File: config.mk
export PLATFORM = sky130hd
export DESIGN_NAME = lru_key_value_cache_unit
export DESIGN_NICKNAME = d
export VERILOG_FILES = /design/src/lkvc_pkg.sv /design/src/lru_key_value_cache_unit.sv /design/src/lkvc_store.sv
export VERILOG_INCLUDE_DIRS = /design/src /design/src/src
export SDC_FILE = /design/constraint.sdc
export NUM_CORES = 2
export LEC_CHECK = 0
export ABC_AREA = 0
export BUFFER_PORTS_ARGS = -buffer_cell sky130_fd_sc_hd__buf_2
export CORE_MARGIN = 2
export CORE_UTILIZATION = 62
export DETAILED_ROUTE_END_ITERATION = 7
export PLACE_DENSITY_LB_ADDON = 0.15
export SYNTH_ARGS = -nofsm -noshare
export SYNTH_HDL_FRONTEND = slang
export SYNTH_SLANG_ARGS = --single-unit
File: constraint.sdc
create_clock -name clk -period 14.8 [get_ports clk]
set_clock_uncertainty 0.2 [all_clocks]
set_input_delay 1.48 -clock clk [delete_from_list [all_inputs] [get_ports clk]]
set_output_delay 1.48 -clock clk [all_outputs]
set_load 0.03 [all_outputs]
File: src/assert_macros.svh
// Assertion macros used by the entry store of the key/value cache.
`ifndef ASSERT_MACROS_SVH
`define ASSERT_MACROS_SVH
`ifndef SYNTH
`define ASSERT_PROP(lbl, clk, rst_n, prop) \
	lbl: assert property (@(posedge clk) disable iff (!rst_n) prop) \
	else $error("assertion failed");
`define ASSERT_NEVER(lbl, clk, rst_n, cond) \
	lbl: assert property (@(posedge clk) disable iff (!rst_n) !(cond)) \
	else $error("forbidden condition seen");
`else
`define ASSERT_PROP(lbl, clk, rst_n, prop)
`define ASSERT_NEVER(lbl, clk, rst_n, cond)
`endif
`endif

File: src/lkvc_pkg.sv
// Types and constants of the LRU key/value cache.
`timescale 1ns / 1ps
package lkvc_pkg;
	localparam int CAP_W = 5;
	localparam logic [CAP_W-1:0] CAP_RESET = 5'd16;
	localparam logic [31:0] READ_MISS = 32'hFFFF_FFFF;
	localparam logic [31:0] READ_ZERO = 32'h0000_0000;

	typedef enum logic [0:0] {
		OP_GET = 1'b0,
		OP_SET = 1'b1
	} op_t;

	typedef struct packed {
		logic        fire;
		op_t         op;
		logic [31:0] key;
		logic [31:0] value;
	} req_t;

	typedef struct packed {
		logic        hit;
		logic [31:0] read_value;
		logic        evicted;
	} resp_t;
endpackage

File: src/lru_key_value_cache_unit.sv
// Top level of the fully associative key/value cache with LRU replacement.
//
//  channel  direction  handshake             beat contents
//  in       into       in_valid / in_stall   opcode, key, value
//  out      out of     out_valid / out_stall hit, read_value, evicted
//  cfg      into       cfg_valid / cfg_ready cfg_data (capacity)
//
// One item is taken every cycle while in_stall is low; its result passes through an input
// register and a result register before it is offered on the out channel.
// The lookup, rank update and insert of an item all happen in the cycle it
// leaves the input register, so the next item sees the updated entries.
// Reset clears the valid bits, ranks and entry count at once; no sweep is needed.
// A stalled result holds; one more item can wait in the input register meanwhile.
`timescale 1ns / 1ps
module lru_key_value_cache_unit #(
	parameter int MAX_ENTRIES = 16
) (
	input  logic                       clk,
	input  logic                       arst_n,
	input  logic                       in_valid,
	output logic                       in_stall,
	input  logic                       opcode,
	input  logic [31:0]                key,
	input  logic [31:0]                value,
	output logic                       out_valid,
	input  logic                       out_stall,
	output logic                       hit,
	output logic [31:0]                read_value,
	output logic                       evicted,
	input  logic                       cfg_valid,
	output logic                       cfg_ready,
	input  logic [lkvc_pkg::CAP_W-1:0] cfg_data
);
	logic                       valid_s1;
	logic                       opcode_s1;
	logic [31:0]                key_s1;
	logic [31:0]                value_s1;
	logic [lkvc_pkg::CAP_W-1:0] capacity_q;
	logic                       out_valid_q;
	logic                       hit_q;
	logic [31:0]                read_value_q;
	logic                       evicted_q;
	logic                       proc;
	logic                       take;
	lkvc_pkg::req_t             req;
	lkvc_pkg::resp_t            resp;

	assign proc = valid_s1 && (!out_valid_q || !out_stall);
	assign in_stall = valid_s1 && !proc;
	assign take = in_valid && !in_stall;
	assign cfg_ready = 1'b1;

	assign req.fire = proc;
	assign req.op = lkvc_pkg::op_t'(opcode_s1);
	assign req.key = key_s1;
	assign req.value = value_s1;

	always_ff @(posedge clk or negedge arst_n) begin
		if (!arst_n) begin
			valid_s1 <= 1'b0;
			out_valid_q <= 1'b0;
			capacity_q <= lkvc_pkg::CAP_RESET;
		end else begin
			if (!in_stall) begin
				valid_s1 <= in_valid;
			end
			if (proc) begin
				out_valid_q <= 1'b1;
			end else if (!out_stall) begin
				out_valid_q <= 1'b0;
			end
			if (cfg_valid && cfg_ready) begin
				capacity_q <= cfg_data;
			end
		end
	end

	always_ff @(posedge clk) begin
		if (take) begin
			opcode_s1 <= opcode;
			key_s1 <= key;
			value_s1 <= value;
		end
		if (proc) begin
			hit_q <= resp.hit;
			read_value_q <= resp.read_value;
			evicted_q <= resp.evicted;
		end
	end

	lkvc_store #(
		.MAX_ENTRIES(MAX_ENTRIES)
	) u_store (
		.clk     (clk),
		.arst_n  (arst_n),
		.capacity(capacity_q),
		.req     (req),
		.resp    (resp)
	);

	assign out_valid = out_valid_q;
	assign hit = hit_q;
	assign read_value = read_value_q;
	assign evicted = evicted_q;
endmodule

File: src/lkvc_store.sv
// Entry store of the cache: key compare, recency ranks, eviction and insert.
`timescale 1ns / 1ps
`include "assert_macros.svh"
module lkvc_store #(
	parameter int MAX_ENTRIES = 16
) (
	input  logic                       clk,
	input  logic                       arst_n,
	input  logic [lkvc_pkg::CAP_W-1:0] capacity,
	input  lkvc_pkg::req_t             req,
	output lkvc_pkg::resp_t            resp
);
	localparam int RANK_W = (MAX_ENTRIES > 1) ? $clog2(MAX_ENTRIES) : 1;
	localparam int CNT_W = $clog2(MAX_ENTRIES + 1);
	localparam int CMP_W = (CNT_W > lkvc_pkg::CAP_W) ? CNT_W : lkvc_pkg::CAP_W;

	logic [31:0]            keys_q   [MAX_ENTRIES];
	logic [31:0]            values_q [MAX_ENTRIES];
	logic [RANK_W-1:0]      rank_q   [MAX_ENTRIES];
	logic [MAX_ENTRIES-1:0] valid_q;
	logic [CNT_W-1:0]       count_q;

	logic [MAX_ENTRIES-1:0] match;
	logic [MAX_ENTRIES-1:0] victim;
	logic [MAX_ENTRIES-1:0] kept;
	logic [MAX_ENTRIES-1:0] free;
	logic [MAX_ENTRIES-1:0] slot;
	logic                   hit;
	logic [RANK_W-1:0]      hit_rank;
	logic [31:0]            hit_value;
	logic [RANK_W-1:0]      last_rank;
	logic [CMP_W-1:0]       cap_ext;
	logic [CMP_W-1:0]       max_ext;
	logic [CMP_W-1:0]       count_ext;
	logic [CMP_W-1:0]       eff_cap;
	logic                   is_set;
	logic                   do_insert;
	logic                   do_evict;

	always_comb begin
		hit_rank = '0;
		hit_value = '0;
		for (int i = 0; i < MAX_ENTRIES; i++) begin
			match[i] = valid_q[i] && (keys_q[i] == req.key);
			if (match[i]) begin
				hit_rank = hit_rank | rank_q[i];
				hit_value = hit_value | values_q[i];
			end
		end
		hit = |match;

		cap_ext = CMP_W'(capacity);
		max_ext = CMP_W'(MAX_ENTRIES);
		count_ext = CMP_W'(count_q);
		if (cap_ext == '0) begin
			eff_cap = CMP_W'(1);
		end else if (cap_ext > max_ext) begin
			eff_cap = max_ext;
		end else begin
			eff_cap = cap_ext;
		end

		is_set = (req.op == lkvc_pkg::OP_SET);
		do_insert = is_set && !hit;
		do_evict = do_insert && (count_ext >= eff_cap) && (count_q != '0);
		last_rank = RANK_W'(count_q - CNT_W'(1));

		for (int i = 0; i < MAX_ENTRIES; i++) begin
			victim[i] = do_evict && valid_q[i] && (rank_q[i] == last_rank);
		end
		kept = valid_q & ~victim;
		// The lowest free entry takes the new key.
		free = ~kept;
		slot = free & (~free + MAX_ENTRIES'(1));

		resp.hit = hit;
		resp.evicted = do_evict;
		if (is_set) begin
			resp.read_value = lkvc_pkg::READ_ZERO;
		end else if (hit) begin
			resp.read_value = hit_value;
		end else begin
			resp.read_value = lkvc_pkg::READ_MISS;
		end
	end

	always_ff @(posedge clk or negedge arst_n) begin
		if (!arst_n) begin
			valid_q <= '0;
			count_q <= '0;
			for (int i = 0; i < MAX_ENTRIES; i++) begin
				rank_q[i] <= '0;
			end
		end else if (req.fire) begin
			if (hit) begin
				for (int i = 0; i < MAX_ENTRIES; i++) begin
					if (match[i]) begin
						rank_q[i] <= '0;
					end else if (valid_q[i] && (rank_q[i] < hit_rank)) begin
						rank_q[i] <= rank_q[i] + RANK_W'(1);
					end
				end
			end else if (is_set) begin
				for (int i = 0; i < MAX_ENTRIES; i++) begin
					if (slot[i]) begin
						rank_q[i] <= '0;
						valid_q[i] <= 1'b1;
					end else if (kept[i]) begin
						rank_q[i] <= rank_q[i] + RANK_W'(1);
					end else if (victim[i]) begin
						rank_q[i] <= '0;
						valid_q[i] <= 1'b0;
					end
				end
				if (!do_evict) begin
					count_q <= count_q + CNT_W'(1);
				end
			end
		end
	end

	always_ff @(posedge clk) begin
		for (int i = 0; i < MAX_ENTRIES; i++) begin
			if (req.fire && is_set && (match[i] || (do_insert && slot[i]))) begin
				values_q[i] <= req.value;
			end
			if (req.fire && do_insert && slot[i]) begin
				keys_q[i] <= req.key;
			end
		end
	end

	`ASSERT_PROP(a_match_unique, clk, arst_n, $onehot0(match))
	`ASSERT_PROP(a_count_tracks_valid, clk, arst_n, $countones(valid_q) == count_q)
	`ASSERT_PROP(a_one_victim, clk, arst_n, do_evict |-> $onehot(victim))
	`ASSERT_NEVER(a_count_bound, clk, arst_n, count_ext > max_ext)
endmodule

# Word level (Yosys, flattened, before mapping)

Memories as Yosys holds them, arrays and structs flattened.
Index checks and enable logic that the tools add are counted.

Bits in registers: 191
Input port bits: 75
Memories: 2
Bits in writable memories: 1,024
Output and inout bits: 37
Word-level logic and storage cells: 685

Add/subtract/negate cells: 19
Multiplexer cells: 276
Eq/ne operators: 65
Order comparisons: 18
Bitwise logic cells: 37
Reduce and logical (&&, ||, !) cells: 226

Memories:

| memory           | words | bits a word | read ports | clocked after Yosys merged registers in | write ports | line             | RTL |
|---|---|---|---|---|---|---|---|
| u_store.keys_q   | 16    | 32          | 16         | 0                                       | 1           | lkvc_store.sv:17 | `logic [31:0] keys_q [MAX_ENTRIES];` |
| u_store.values_q | 16    | 32          | 16         | 0                                       | 16          | lkvc_store.sv:18 | `logic [31:0] values_q [MAX_ENTRIES];` |

Operators with widths:

| cell                  | count |
|---|---|
| $mux 32               | 32 |
| $eq 32x32->1          | 16 |
| $or 32x32->32         | 15 |
| $reduce_or 32->1      | 15 |
| $mux 4                | 111 |
| $mux 1                | 129 |
| $mux 64               | 2 |
| $logic_and 1x1->1     | 120 |
| $reduce_and 5->1      | 16 |
| $reduce_and 4->1      | 17 |
| $add 4x1->4 const B   | 16 |
| $eq 4x4->1            | 16 |
| $lt 4x4->1            | 16 |
| $reduce_bool 4->1     | 16 |
| $or 4x4->4            | 15 |
| $ne 3x2->1 const B    | 16 |
| $not 16->16           | 3 |
| $reduce_bool 2->1     | 17 |
| $and 16x16->16        | 2 |
| $ne 2x2->1 const B    | 16 |
| $logic_or 1x1->1      | 17 |
| $add 16x1->16 const B | 1 |
| $reduce_or 16->1      | 1 |
| $mux 5                | 2 |
| 9 further kinds       | 14 |

# Logic depth before layout (Yosys ltp)

An unclocked memory read counts as a cell.

Word-level depth: 39
Depth in mapped cells: 21
Mapped depth without buffers: 18

# By module

From an unflattened synthesis, not the netlist that was laid out.

Cells, all modules: 3,615
Area total of the unflattened synthesis: 52,994.6 um^2

By module, submodules not included:

| module                   | instances | cells each | seq. area each (um^2) | area an instance (um^2) |
|---|---|---|---|---|
| lkvc_store               | 1         | 3,496      | 32,876.5              | 49,741.5 |
| lru_key_value_cache_unit | 1         | 119        | 3,149.3               | 3,253.1 |

# Least setup slack after synthesis

OpenSTA, ideal clock, no wires.

Path kind: input to register
Start point: in out_stall
End point: mem u_store.keys_q[2][0], in the netlist u_store.keys_q[0][64] (enable)
Path buffers: 0
Path slack: 8.629 ns
Library setup time: 0.463 ns
Data required time: 14.137 ns
Stages: 7
Data arrival time: 5.508 ns
Path through: nand2_1 -> nand2_1 -> inv_1 -> nand2_1 -> nor2_1 -> nand2_1 -> nor3_1

Cells in the longest elaborated chain, start to end: 23
Elaborated cells on any way between the ends: 97
Those cells by class: 62 x mux; 35 x reduce/logical

Ends and longest elaborated chain:

| what                                                            | line                           | RTL |
|---|---|---|
| start, declared                                                 | lru_key_value_cache_unit.sv:26 | `input logic out_stall,` |
| $logic_not 1->1 (*)                                             | --                             |  |
| $logic_or 1x1->1 (*)                                            | lru_key_value_cache_unit.sv:48 | `assign proc = valid_s1 && (!out_valid_q \|\| !out_stall);` |
| $logic_and 1x1->1 (*)                                           | lru_key_value_cache_unit.sv:48 |  |
| net proc                                                        | lru_key_value_cache_unit.sv:43 | `logic proc;` |
| $logic_and 1x1->1 (*)                                           | lkvc_store.sv:127              | `if (req.fire && do_insert && slot[i]) begin` |
| $logic_and 1x1->1                                               | lkvc_store.sv:127              |  |
| $mux 1                                                          | lkvc_store.sv:127              |  |
| $mux 1 (not written as such)                                    | lkvc_store.sv:128              | `keys_q[i] <= req.key;` |
| $reduce_or 32->1 (no source line)                               | --                             |  |
| $mux 4 (no source line) or $mux 1 (tied branches) (15 in a row) | --                             |  |
| end, declared                                                   | lkvc_store.sv:17               |  |

Mark *: on every way through the listed nets, which the timed path passes. The rest lies on a longest branch.

# Final worst setup path

Start point: reg key_s1[1]
End point: reg u_store.rank_q[43] in the netlist's numbering

Cells in the longest elaborated chain, start to end: 37
Elaborated cells on any way between the ends: 97
Those cells by class: 1 x add/sub; 1 x order compare; 17 x eq/ne; 21 x mux; 20 x bitwise; 37 x reduce/logical

Ends and longest elaborated chain:

| what                              | line                           | RTL |
|---|---|---|
| start, declared                   | lru_key_value_cache_unit.sv:36 | `logic [31:0] key_s1;` |
| start signal, assigned            | lru_key_value_cache_unit.sv:81 | `key_s1 <= key;` |
| $eq 32x32->1                      | lkvc_store.sv:44               | `match[i] = valid_q[i] && (keys_q[i] == req.key);` |
| $logic_and 1x1->1                 | lkvc_store.sv:44               |  |
| $mux 4                            | lkvc_store.sv:45               | `if (match[i]) begin` |
| $or 4x4->4                        | lkvc_store.sv:46               | `hit_rank = hit_rank \| rank_q[i];` |
| $mux 4                            | lkvc_store.sv:45               |  |
| $or 4x4->4                        | lkvc_store.sv:46               |  |
| $mux 4                            | lkvc_store.sv:45               |  |
| $or 4x4->4                        | lkvc_store.sv:46               |  |
| [21 not listed]                   | --                             |  |
| $or 4x4->4                        | lkvc_store.sv:46               |  |
| $mux 4                            | lkvc_store.sv:45               |  |
| $or 4x4->4                        | lkvc_store.sv:46               |  |
| $mux 4                            | lkvc_store.sv:45               |  |
| $lt 4x4->1                        | lkvc_store.sv:99               | `end else if (valid_q[i] && (rank_q[i] < hit_rank)) begin` |
| $logic_and 1x1->1                 | lkvc_store.sv:99               |  |
| $ne 3x2->1 (no source line)       | --                             |  |
| $reduce_and 4->1 (no source line) | --                             |  |
| end signal, assigned by index     | lkvc_store.sv:100              | `rank_q[i] <= rank_q[i] + RANK_W'(1);` |
| end signal, assigned by index     | lkvc_store.sv:109              | `rank_q[i] <= rank_q[i] + RANK_W'(1);` |
| end, declared                     | lkvc_store.sv:19               | `logic [RANK_W-1:0] rank_q [MAX_ENTRIES];` |

Several ways; a longest one is shown, not always the timed one. The select of a mux whose other input is x is not followed.
A chain may end at the register's enable or synchronous reset.

==> impl_metrics.env <==
export IMPL_root_buffer="clkbuf_16"
export IMPL_fin_setup_tns_ns=0
export IMPL_grt_max_degree=63
export IMPL_nNetsFinal=3913
export IMPL_cpMaxStageDelayCell="nor4_1"
export IMPL_dpl_hpwl_mm=94.46
export IMPL_clock_path_buffers=3
export IMPL_grt_usage=0.3574
export IMPL_cp_max_fo=36
export IMPL_cts_tree="done"
export IMPL_crit_buf_inv=3
export IMPL_yosysWarnings=0
export IMPL_ys_ff_latch=1215
export IMPL_vias=34380
export IMPL_min_to="out_valid$_DFFE_PN0P_"
export IMPL_synth_common_cells="edfxtp_1 (1123), xnor2_1 (512), nand4_1 (243)"
export IMPL_place_congestion=1.026
export IMPL_setup_viol_count_final=0
export IMPL_post_cts_buffers=0
export IMPL_worst_skew_pair_late_latency_ns=0.73
export IMPL_r2r_start="key_s1[1]$_DFFE_PP_"
export IMPL_synthAdderAreaFrac=0.01708
export IMPL_synth_xor_area_frac=0.09475
export IMPL_fp_dieH_um=295.6
export IMPL_die_area_um2=87400
export IMPL_synth_most_common_cell="edfxtp_1"
export IMPL_slew_headroom=0.1323
export IMPL_ys_async_sr_fraction=0.07572
export IMPL_viasPerCell=6.874
export IMPL_hold_path_startpoint="valid_s1$_DFFE_PN0N_"
export IMPL_dp_cells=4777
export IMPL_cts_clk_slew_worst_paths_ns=0.06
export IMPL_io_buffers=110
export IMPL_top_usage_layer="met2"
export IMPL_crit_path_end_kind="flip-flop"
export IMPL_use_met3=0.07360
export IMPL_synthTopCellsByArea="edfxtp_1 (64%), xnor2_1 (8.5%), dfrtp_1 (4.3%)"
export IMPL_cp_required_ns=15.13
export IMPL_rsz0062_at_grt="false"
export IMPL_row_count=106
export IMPL_drive_above_1_share=0.1221
export IMPL_wire_per_inst_um=31.20
export IMPL_grt_pass1_wl_mm=224.4
export IMPL_peakVddDrop_uv=136.6
export IMPL_fin_crit_ns=6.313
export IMPL_numCtsBuffers=120
export IMPL_drv_cap=0
export IMPL_status="completed"
export IMPL_grt_pass1_vias=33550
export IMPL_syn_area_um2=52730
export IMPL_yosys_area_share_simple=0.09852
export IMPL_synth_cells=3587
export IMPL_finalCritPeriodShare=0.4265
export IMPL_crit_type="reg -> reg"
export IMPL_critPathLaunchType="flip-flop"
export IMPL_wl_mm=156.1
export IMPL_drc=0
export IMPL_max_freq_mhz=158.4
export IMPL_rr_endpoint="u_store.rank_q[43]$_DFFE_PN0P_"
export IMPL_synth_compound_area_share=0.08160
export IMPL_die_w_um=295.6
export IMPL_worst_pin_slew_ns=1.288
export IMPL_cts_max_level=3
export IMPL_core_area_um2=83950
export IMPL_antenna_found_initial=6
export IMPL_grt_overflow=0
export IMPL_min_path_cells=1
export IMPL_synth_largest_area_cell="edfxtp_1"
export IMPL_drtAntennaViolNets=0
export IMPL_cts_hold_buf=0
export IMPL_rrSetupSlack_ns=8.49
export IMPL_initial_core_util=0.6281
export IMPL_synth_edf_count=1123
export IMPL_cp_arrival_ns=6.65
export IMPL_stdcell_count=5002
export IMPL_synth_top_family_by_area="simple AND/OR/NAND/NOR gates"
export IMPL_slowest_delay_ns=0.81
export IMPL_area_delta_synth_final_pct=11.24
export IMPL_synth_mux_area_frac=0.004247
export IMPL_seq_area_frac_synth=0.6832
export IMPL_dr_pass1_iters=6
export IMPL_drv_slew=0
export IMPL_met1_usage=0.5166
export IMPL_synth_ff_type="edfxtp_1"
export IMPL_setup_ws_ns=8.487
export IMPL_dp_slack_ns=8.753
export IMPL_cts_resized=0
export IMPL_crit_family="simple AND/OR/NAND/NOR gates"
export IMPL_drt_iter0_markers=4534
export IMPL_cts_sink_count=1215
export IMPL_synth_cell_types=88
export IMPL_pin_count=112
export IMPL_hp_class="reg -> reg"
export IMPL_power_leakage_nw=18.97
export IMPL_synth_top_area_share=0.6395
export IMPL_crit_top_cell="buf_4"
export IMPL_path_cells="buf_4 -> xnor2_1 -> nand4_1 -> nor4_1 -> and4_2 -> buf_4 -> a22o_1 -> a221oi_1 -> nand3_1 -> nor2_1 -> buf_4 -> ha_1 -> o21ai_0 -> a21oi_1 -> or3b_1 -> a31oi_1 -> mux2i_1 -> o21ai_0"
export IMPL_hold_viol=0
export IMPL_synth_avg_cell_area_um2=14.70
export IMPL_power_density_nw_per_um2=144.6
export IMPL_r2r_cells=18
export IMPL_syn_nets=3734
export IMPL_grt_use_met2=0.5301
layer usage:
| metal | wire (um) | part of all wire |
|---|---|---|
| met2 | 69060 | 0.44 |
| met3 | 17940 | 0.11 |
| met5 | 13 | 0.000083 |
| met1 | 61640 | 0.39 |
| met4 | 7426 | 0.048 |
per-stage QoR:
| stage | util | hold WS (ns) | power [W] | instance area, um2 |
|---|---|---|---|---|
| 6_report | 0.6987 | 0.3187 | 0.008484 | 58660 |
| 5_1_grt | 0.6987 | 0.3338 | 0.008736 | 58660 |
| 4_1_cts | 0.6985 | 0.3181 | 0.008454 | 58640 |
| 3_5_place_dp | 0.6529 | 0.3064 | 0.005541 | 54820 |
| 3_3_place_gp | 0.6529 | 0.2959 | 0.005501 | 54820 |
| 2_1_floorplan | - | 0.2711 | 0.005066 | 52730 |
registers in the layout, indices dropped and copies added, names as in the netlist:
| signal | flops |
|---|---|
| u_store.keys_q | 512 |
| out_valid | 1 |
| opcode_s1 | 1 |
| value_s1 | 32 |
| evicted | 1 |
| u_store.count_ext | 5 |
| u_store.values_q | 512 |
| u_store.rank_q | 64 |
| key_s1 | 32 |
| u_store.valid_q | 16 |
| valid_s1 | 1 |
| capacity_q | 5 |
| read_value | 32 |
| hit | 1 |
worst max path at each step:
stage,startpoint,end,slack (ns),cells past startpoint
final,key_s1[1]$_DFFE_PP_,u_store.rank_q[43]$_DFFE_PN0P_,8.49,18
after global routing,key_s1[1]$_DFFE_PP_,u_store.rank_q[43]$_DFFE_PN0P_,8.28,18
after CTS,key_s1[1]$_DFFE_PP_,u_store.rank_q[43]$_DFFE_PN0P_,8.65,18
after detailed placement,key_s1[1]$_DFFE_PP_,u_store.rank_q[43]$_DFFE_PN0P_,8.75,18
after global placement,key_s1[1]$_DFFE_PP_,u_store.rank_q[43]$_DFFE_PN0P_,8.88,18
after floorplan,out_stall,u_store.keys_q[0][64]$_DFFE_PP_,8.63,7
cell type report:
class | count | area, um2
antenna | 2 | 5.005
clock buffer | 158 | 3186
clock inverter | 64 | 636.9
fill | 5557 | 25300
inverter | 44 | 165.2
multi-input combinational | 2168 | 15860
sequential | 1215 | 36030
tap | 1134 | 1419
timing repair buffer | 217 | 1364
placed cells by master (no fill, tap or decap), types with 39 or more instances in the layout:
cell | Yosys | final
o21ai_0 | 97 | 97
dfrtp_1 | 91 | 91
xnor2_1 | 512 | 512
nand3_1 | 140 | 140
a31oi_1 | 42 | 42
nor3_1 | 58 | 53
nor4_1 | 54 | 54
nand2_1 | 117 | 117
buf_4 | 28 | 107
nor2_1 | 139 | 116
edfxtp_1 | 1123 | 1123
a221oi_1 | 96 | 96
a21oi_1 | 41 | 39
ha_1 | 72 | 72
clkbuf_16 | 0 | 120
a22oi_1 | 91 | 91
nand4_1 | 243 | 243
buf_2 | 30 | 109
inv_1 | 43 | 42
nand2b_1 | 82 | 82
a22o_1 | 98 | 98
power breakdown:
group | total, W | switching, W | leakage, nW | internal, W
Clock | 0.00296 | 0.00130 | 1.86 | 0.00166
Combinational | 0.00135 | 0.000856 | 5.84 | 0.000491
Sequential | 0.00418 | 0.000234 | 11.3 | 0.00395
logic make-up (layout without fill, tap and decap cells):
kind of cell	count (synthesis)	count (layout)
flip-flops	1215	1215
AND/OR/NAND/NOR	938	938
AO/OA/AOI/OAI	583	583
XOR/XNOR	553	553
buffers and inverters	204	483
adder cells (fa/ha/maj)	72	72
multiplexers	21	21
other	1	3
worst reg2reg max path, cell delays in order, from the launching register on:
cell and delay (ns):
edfxtp_1 0.67, buf_4 0.47, xnor2_1 0.21, nand4_1 0.13
nor4_1 0.82, and4_2 0.38, buf_4 0.56, a22o_1 0.28
a221oi_1 0.06, nand3_1 0.14, nor2_1 0.24, buf_4 0.27
ha_1 0.27, o21ai_0 0.18, a21oi_1 0.05, or3b_1 0.35
a31oi_1 0.45, mux2i_1 0.27, o21ai_0 0.12
Note: power is estimated with default switching activity, not from simulation.
